--- src/sv/lcdfs_pkg.sv ---
// ----------------------------------------------------------------------------
// lcdfs_pkg
// Shared types, panel geometry and a helper function of the LCD frame store.
// ----------------------------------------------------------------------------
package lcdfs_pkg;

    // Panel geometry.
    localparam int PANEL_COLUMNS = 128;
    localparam int PANEL_ROWS    = 64;
    localparam int CTRL_COLUMNS  = 64;
    localparam int CTRL_ROWS     = 64;

    localparam int PAGES        = PANEL_ROWS / 8;
    localparam int MEM_DEPTH    = PANEL_COLUMNS * PAGES;
    localparam int NUM_CTRL     = (PANEL_COLUMNS + CTRL_COLUMNS - 1) / CTRL_COLUMNS;
    localparam int PANEL_PIXELS = PANEL_COLUMNS * PANEL_ROWS;

    // Derived widths.
    localparam int ADDR_W = $clog2(MEM_DEPTH);
    localparam int CTRL_W = (NUM_CTRL > 1) ? $clog2(NUM_CTRL) : 1;
    localparam int BAL_W  = $clog2(PANEL_PIXELS) + 1;
    localparam int COL_W  = 7;
    localparam int LINE_W = 6;
    localparam int MUL_W  = COL_W + 4;
    localparam int CMP_W  = 10;

    // Reset values.
    localparam logic [7:0] BACKLIGHT_RESET = 8'd16;
    localparam logic signed [BAL_W-1:0] BALANCE_RESET = BAL_W'(-(PANEL_PIXELS / 2));

    // Limits of the reported balance field.
    localparam int SAT_MIN = -8192;
    localparam int SAT_MAX = 8191;

    // Item kinds carried on the input tuser.
    typedef enum logic [2:0] {
        ACT_WRITE     = 3'd0,
        ACT_ENABLE    = 3'd1,
        ACT_START     = 3'd2,
        ACT_READ      = 3'd3,
        ACT_BACKLIGHT = 3'd4
    } action_t;

    // Control sequencer states.
    typedef enum logic [1:0] {
        ST_CLEAR,
        ST_IDLE,
        ST_EXEC
    } state_t;

    // Input word, last field in the lowest bits.
    typedef struct packed {
        logic [7:0] backlight_in;
        logic [5:0] screen_line;
        logic [5:0] start_line;
        logic       enable;
        logic       controller;
        logic [7:0] byte_data;
        logic [2:0] page;
        logic [6:0] column;
    } in_word_t;

    // Result word, last field in the lowest bits.
    typedef struct packed {
        logic [2:0]        pad;
        logic [7:0]        backlight_level;
        logic              light_on_dark;
        logic              redraw;
        logic signed [13:0] pixel_balance;
        logic [3:0]        changed_bits;
        logic              pixel;
    } out_word_t;

    // Scroll start lines of all controllers.
    typedef logic [NUM_CTRL-1:0][5:0] start_vec_t;

    // Frame memory access decoded from one item.
    typedef struct packed {
        logic [ADDR_W-1:0] addr;
        logic              wr_ok;
        logic              rd_ok;
        logic [2:0]        bit_idx;
        logic [CTRL_W-1:0] ctrl;
    } mem_access_t;

    // Number of set bits in a byte.
    function automatic logic [3:0] popcount8(input logic [7:0] v);
        logic [3:0] n;
        n = 4'd0;
        for (int i = 0; i < 8; i++) begin
            n = n + 4'(v[i]);
        end
        return n;
    endfunction

endpackage

--- src/sv/lcdfs_addr_gen.sv ---
// ----------------------------------------------------------------------------
// lcdfs_addr_gen
// Maps an item's column, page and screen line to a frame memory entry and a
// bit within it, applying the owning controller's scroll start line.
// ----------------------------------------------------------------------------
module lcdfs_addr_gen
    import lcdfs_pkg::*;
(
    input  action_t      action,
    input  in_word_t     item,
    input  start_vec_t   starts,
    output mem_access_t  acc
);

    logic [CTRL_W-1:0] ctrl;
    logic [5:0]        row;
    logic [MUL_W-1:0]  col_base;
    logic              col_ok;
    logic              page_ok;
    logic              line_ok;
    logic              row_ok;

    // Owning controller: count the controller boundaries left of the column.
    always_comb begin
        ctrl = '0;
        for (int i = 1; i < NUM_CTRL; i++) begin
            if ({3'b000, item.column} >= CMP_W'(i * CTRL_COLUMNS)) begin
                ctrl = CTRL_W'(i);
            end
        end
    end

    // Stored row shown on the screen line, wrapping at the controller height.
    assign row      = item.screen_line + starts[ctrl];
    assign col_base = MUL_W'(item.column) * MUL_W'(PAGES);

    assign col_ok  = {3'b000, item.column} < CMP_W'(PANEL_COLUMNS);
    assign page_ok = {7'd0, item.page} < CMP_W'(PAGES);
    assign line_ok = {4'd0, item.screen_line} < CMP_W'(PANEL_ROWS);
    assign row_ok  = {4'd0, row} < CMP_W'(PANEL_ROWS);

    // Pick the entry; out-of-panel accesses point at entry zero.
    always_comb begin
        acc.ctrl    = ctrl;
        acc.wr_ok   = col_ok && page_ok;
        acc.rd_ok   = col_ok && line_ok && row_ok;
        acc.bit_idx = row[2:0];
        acc.addr    = '0;
        if (action == ACT_WRITE) begin
            if (acc.wr_ok) begin
                acc.addr = ADDR_W'(col_base + MUL_W'(item.page));
            end
        end else if (acc.rd_ok) begin
            acc.addr = ADDR_W'(col_base + MUL_W'(row[5:3]));
        end
    end

endmodule

--- config.mk ---
export PLATFORM = sky130hd
export DESIGN_NAME = lcdfs_addr_gen
export DESIGN_NICKNAME = d
export VERILOG_FILES = /design/src/sv/lcdfs_pkg.sv /design/src/sv/lcdfs_addr_gen.sv
export SDC_FILE = /design/constraint.sdc
export NUM_CORES = 1
export LEC_CHECK = 0
export BUFFER_PORTS_ARGS = -buffer_cell sky130_fd_sc_hd__buf_2
export CORE_AREA = 3 3 40 42
export DETAILED_ROUTE_END_ITERATION = 10
export DIE_AREA = 0 0 43 45
export PLACE_DENSITY = 0.87
export SLEW_MARGIN = 10
export SYNTH_ARGS = -nofsm -noshare
export SYNTH_HDL_FRONTEND = slang
export SYNTH_SLANG_ARGS = --single-unit
--- constraint.sdc ---
create_clock -name vclk -period 4.94
set_clock_uncertainty 0.1 [all_clocks]
set_input_delay 1.235 -clock vclk [all_inputs]
set_output_delay 1.235 -clock vclk [all_outputs]
set_load 0.02 [all_outputs]
* Word-level counts from Yosys, hierarchy flattened
Index checks and enable logic that the tools add are counted.
** Storage, ports and cells
- Register bits after elaboration :: 0
- Input bits :: 55
- Output and inout bits :: 16
- Logic and storage cells :: 10
** Cells by class
- Add/sub/neg operators :: 3
- $lt $le $gt $ge :: 2
- Multiplexer cells :: 4
- Reductions and logical operators :: 1
** Operators with widths (number)
- $add 10x3->10 :: 2
- $mux 6 :: 2
- $mux 10 :: 1
- $ge 7x7->1 const B :: 1
- $add 6x6->6 :: 1
- $logic_not 3->1 :: 1
- $lt 1x2->1 const B :: 1
- $mux 1 :: 1

* Logic depth before layout (Yosys ltp)
Gate-level depths: netlist of run 1.
- Word-level depth :: 7
- Gate-level depth with buffers :: 8
- Mapped depth without buffers :: 7

* Worst setup path before layout of run 1
OpenSTA, ideal clock, no wires.
- Path type :: input -> output
- Start point :: input port item[6] in the netlist's numbering
- End point :: output port acc[7] in the netlist's numbering
- Arrival :: 3140 ps
- Data required time :: 3605 ps
- Setup slack :: 465 ps
- Stages on the path :: 8
- Path through :: buf_6 > mux2_2 > ha_1 > fa_1 > a21o_1 > a21oi_1 > xor2_1 > o21ai_0
** RTL lines
- from (decl) :: RTL line lcdfs_addr_gen.sv:10 : input in_word_t item,
- to (decl) :: RTL line lcdfs_addr_gen.sv:12 : output mem_access_t acc

==> run_results.csv, run 1 <==
group,metric,value,unit
status,status,"finished clean",
critical_path,critPathRequiredTime,3.61,ns
critical_path,arrival,3.19,ns
synth,yosysSeqAreaShare,0,%
finish,seq_cells,0,
critical_path,start_kind,"primary input",
power,p_leak,0.257,nW
routing,wl_met1,257,um
critical_path,crit_fanout,8,
synth,yosysTopAreaCellShare,20.1,%
synth,synthTopCellsByArea,"buf_4, ha_1, mux2_2, xor2_1, fa_1",
timing,layout_min_cycle_time,4.53,ns
die,die_y,45,um
timing,tns,0,ns
routing,drt_iter0_drc,0,
routing,wl_per_cell,10.5,um
power,cellPowerDensity,152,mW/mm^2
grt,antenna_found_initial,0,
timing,tightest_slew,0.490,ns
routing,highest_layer,"met3",
finish,final_core_util,36.2,%
routing,wl_met3,101,um
grt,grt.overflow.total,0,
finish,final-seq-area,0,um^2
finish,layout_common_cells,"buf_2, mux2_2, ha_1",
finish,syn2layout_area_growth,24.8,%
worst_hold_path,hp-start,"item[4]",
clocking,hold_buffers,0,
die,rows,13,
grt,grt_pass1_vias,383,
clocking,cts_setup_buffers,0,
flow_run,maxCapViolCount,0,
routing,wl_met2,505,um
die,coreArea,0.00128,mm^2
finish,final_area,465,um^2
synth,synth.avg_cell_area,8.29,um^2
routing,drt-pass1-iter-count,1,
synth,yosysTopAreaCell,"buf_4",
timing,final_hold_viol_count,0,
placed_design,dpl_cell_area,465,um^2
synth,ys_types,18,
critical_path,critPathKind,"primary input to primary output",
die,start_util,29.0,%
worst_hold_path,min_path_cells,0,
timing,finalSetupViolCount,0,
routing,vias,376,
power,peakVddDrop,0.0000350,V
critical_path,slowest_delay,0.41,ns
die,die_w,43,um
synth,synth_area,373,um^2
grt,grt_max_degree,9,
finish,fin_nets,130,
grt,grt_usage,8.89,%
timing,fmax,221,MHz
critical_path,worstSetupStartpoint,"item[6]",
die,dieArea,0.00194,mm^2
timing,slew_viol_final,0,
routing,ant_nets,0,
finish,diodes,0,
timing,rsz0062_at_grt,"false",
critical_path,cpMostUsedCell,"buf_2",
placed_design,gp_congestion,0.680,
finish,layout-drive-gt1-share,56.7,%
routing,drc,0,
placed_design,dp_hpwl,800,um
synth,syn-instance-count,45,
grt,grt_pass1_wl,1.46,mm
critical_path,cp-end-kind,"primary output",
critical_path,critical_path.slowest_cell,"fa_1",
routing,wl,864,um
worst_hold_path,hold_class,"primary input to primary output",
critical_path,crit_chain,"buf_2 -> mux2_2 -> ha_1 -> fa_1 -> a21o_1 -> a21oi_1 -> xor2_1 -> o21ai_0 -> buf_2",
synth,ys_warn_count,0,
routing,routed_via_density,4.59,
clocking,post_cts_resized,0,
finish,clockBufferCount,0,
timing,fin_hold_ws,2.37,ns
timing,fin_crit_sh,91.6,%
die,ios,71,
timing,relSlewSlack,67.1,%
finish,mostFrequentLayoutCell,"buf_2",
placed_design,portBuffers,33,
power by group:
group / total, mW / internal, mW / switching (mW)
combinational: 0.0707 / 0.0311 / 0.0395
clock: 0 / 0 / 0
sequential: 0 / 0 / 0
total: 0.0707 / 0.0311 / 0.0395
path summary, 6_finish.rpt:
kind	to	slack, ns
worst max-delay path	acc[7]	0.41
worst min-delay path	acc[13]	2.37
per-stage QoR:
step	setup slack, ns	power (mW)	std cells
floorplan	0.465	0.0580	46
global placement	0.463	0.0694	82
detailed placement	0.413	0.0712	82
CTS	0.396	0.0718	82
global route	0.315	0.0790	82
finish	0.413	0.0707	82
worst max-delay path: cells and delay by family:
family / cells / cell delay, ns
fa+ha+maj: 2 / 0.63
compound gates: 3 / 0.44
mux: 1 / 0.36
buf+inv: 2 / 0.35
xor+xnor: 1 / 0.17
cell families (layout without fill, tap and decap cells):
| logic type | after synthesis | in the layout | synth area share [%] |
|---|---|---|---|
| AO/OA/AOI/OAI | 11 | 11 | 17.4 |
| XOR/XNOR | 5 | 5 | 11.7 |
| adder cells (fa/ha/maj) | 6 | 6 | 22.1 |
| buffers and inverters | 12 | 33 | 25.5 |
| multiplexers | 6 | 6 | 17.8 |
| other | 1 | 2 | 1.01 |
| AND/OR/NAND/NOR | 4 | 4 | 4.36 |
layout make-up:
cell class                      count  area [um^2]
Fill cell                         141          820
Multi-Input combinational cell     34          282
Timing Repair Buffer               33          165
Tap cell                           15         18.8
per-layer routing:
metal | track usage (%) | vias up
li1 | - | 190
met3 | 0.797 | 0
met4 | 0.602 | 0
met5 | 0 | -
met1 | 9.57 | 165
met2 | 19.2 | 21
Yosys cell counts:
master,number
ha_1,5
conb_1,1
xor2_1,3
o211ai_1,1
xnor2_1,2
nand2_1,3
buf_4,10
nor3_1,1
dlygate4sd1_1,1
mux2i_1,1
a211oi_1,1
o21ai_1,1
buf_6,1
a21oi_1,3
mux2_2,5
a21o_1,2
fa_1,1
o21ai_0,3
Note: power is estimated with default switching activity, not from simulation.
==> inputs of run 2 (changes only) <==
--- a/config.mk
+++ b/config.mk
@@ -6,10 +6,11 @@
 export NUM_CORES = 1
 export LEC_CHECK = 0
 export BUFFER_PORTS_ARGS = -buffer_cell sky130_fd_sc_hd__buf_2
-export CORE_AREA = 3 3 40 42
+export CORE_MARGIN = 3
+export CORE_UTILIZATION = 27
 export DETAILED_ROUTE_END_ITERATION = 10
-export DIE_AREA = 0 0 43 45
-export PLACE_DENSITY = 0.87
+export PLACE_DENSITY = 0.84
+export REMOVE_ABC_BUFFERS = 1
 export SLEW_MARGIN = 10
 export SYNTH_ARGS = -nofsm -noshare
 export SYNTH_HDL_FRONTEND = slang
==> constraint.sdc (replaced) <==
create_clock -name vclk -period 4.2
set_clock_uncertainty 0.1 [all_clocks]
set_input_delay 1.05 -clock vclk [all_inputs]
set_output_delay 1.05 -clock vclk [all_outputs]
set_load 0.02 [all_outputs]
==> run_results.csv, run 2 (synthesis gave the netlist of run 1 again) <==
group,metric,value,unit
critical_path,critPathRequiredTime,3.05,ns
die,die_y,43.2,um
timing,tns,0,ns
timing,tightest_slew,0.535,ns
timing,slew_viol_final,0,
clocking,hold_buffers,0,
grt,use_met3,10.2,%
die,dieArea,0.00186,mm^2
clocking,post_cts_resized,0,
power,cellPowerDensity,177,mW/mm^2
critical_path,cpMostUsedCell,"buf_2",
power,p_seq_share,0,%
timing,fmax,243,MHz
power,peakVddDrop,0.0000534,V
critical_path,arrival,2.96,ns
power,power.switching,0.0464,mW
die,ios,71,
die,rows,12,
critical_path,cp-end-kind,"primary output",
critical_path,critical_path.slowest_cell,"fa_1",
finish,fin_nets,131,
power,p_int,0.0371,mW
grt,antenna_found_initial,0,
routing,ant_nets,0,
grt,grt_max_degree,7,
timing,finalSetupViolCount,0,
finish,fill_cells,131,
critical_path,slowest_delay,0.41,ns
flow_run,maxCapViolCount,0,
timing,fin_crit_sh,97.9,%
timing,relSlewSlack,64.0,%
routing,wl_per_cell,11.7,um
critical_path,crit_buf_inv,2,
finish,final-seq-area,0,um^2
clocking,cts_setup_buffers,0,
timing,rsz0062_at_grt,"false",
worst_hold_path,min_to,"acc[9]",
finish,clockBufferCount,0,
grt,grt_pass1_wl,1.50,mm
finish,syn2layout_area_growth,26.5,%
power,swShare,55.6,%
placed_design,dp_hpwl,874,um
finish,seq_cells,0,
critical_path,start_kind,"primary input",
finish,layout-drive-gt1-share,57.4,%
routing,vias,367,
worst_hold_path,min_path_cells,0,
routing,drt-pass1-iter-count,1,
die,start_util,31.0,%
timing,final_hold_viol_count,0,
critical_path,crit_fanout,6,
finish,mostFrequentLayoutCell,"buf_2",
critical_path,critPathKind,"primary input to primary output",
worst_hold_path,hp-start,"item[0]",
timing,layout_min_cycle_time,4.11,ns
status,status,"finished clean",
routing,routed_via_density,4.48,
power,p_leak,0.261,nW
grt,met1_usage,10.3,%
grt,grt.overflow.total,0,
finish,layout_common_cells,"buf_2, mux2_2, ha_1",
power,p_clk_share,0,%
die,die_w,43.2,um
grt,grt_usage,10.2,%
power,p_comb_share,100.0,%
placed_design,pre_cts_slack,0.114,ns
grt,met2_usage,15.9,%
worst_hold_path,hold_class,"primary input to primary output",
routing,wl,963,um
grt,grt_pass1_vias,355,
finish,diodes,0,
placed_design,gp_congestion,0.692,
routing,drc,0,
critical_path,critPathTopFamily,"adder cells",
die,coreArea,0.00120,mm^2
critical_path,crit_chain,"buf_2 -> mux2_2 -> ha_1 -> fa_1 -> a21o_1 -> a21oi_1 -> xor2_1 -> o21ai_0 -> buf_2",
timing,fin_ws,0.0887,ns
routing,drt_iter0_drc,0,
grt,grt.busiest_layer,"met2",
placed_design,portBuffers,33,
run 2: through the flow:
stage	hold slack (ns)	utilization (%)	area, um^2	std cells	total power, mW
after global routing	2.00	39.3	472	82	0.0917
final	2.00	39.3	472	82	0.0835
after detailed placement	2.00	39.3	472	82	0.0836
after CTS	2.00	39.3	472	82	0.0844
after floorplan	2.00	-	282	34	0.0534
after global placement	2.00	39.3	472	82	0.0824
run 2: how the worst max path moves through the flow:
| stage | start | end | slack, ns | depth (start not counted) |
|---|---|---|---|---|
| 2_1_floorplan | item[6] | acc[7] | 0.21 | 7 |
| 3_3_place_gp | item[6] | acc[7] | 0.13 | 9 |
| 3_5_place_dp | item[6] | acc[7] | 0.11 | 9 |
| 4_1_cts | item[6] | acc[7] | 0.09 | 9 |
| 5_1_grt | item[6] | acc[7] | 0.02 | 9 |
| 6_report | item[6] | acc[7] | 0.09 | 9 |
run 2: power by group through the flow:
stage                     registers [mW]  clock network [mW]  logic, mW
final                                  0                   0     0.0835
after global routing                   0                   0     0.0917
after CTS                              0                   0     0.0844
after detailed placement               0                   0     0.0836
after global placement                 0                   0     0.0824
after floorplan                        0                   0     0.0534
run 2: final cells by class:
class                           count  area [um^2]  area share, %
Tap cell                           14         17.5           3.71
Multi-Input combinational cell     34          282           59.7
Timing Repair Buffer               34          173           36.6
run 2: metal layers:
layer  vias to the layer above  wire length (um)
met2                        29               439
met3                         0               238
met1                       146               284
met5                         -                 0
li1                        192                 -
met4                         0                 0
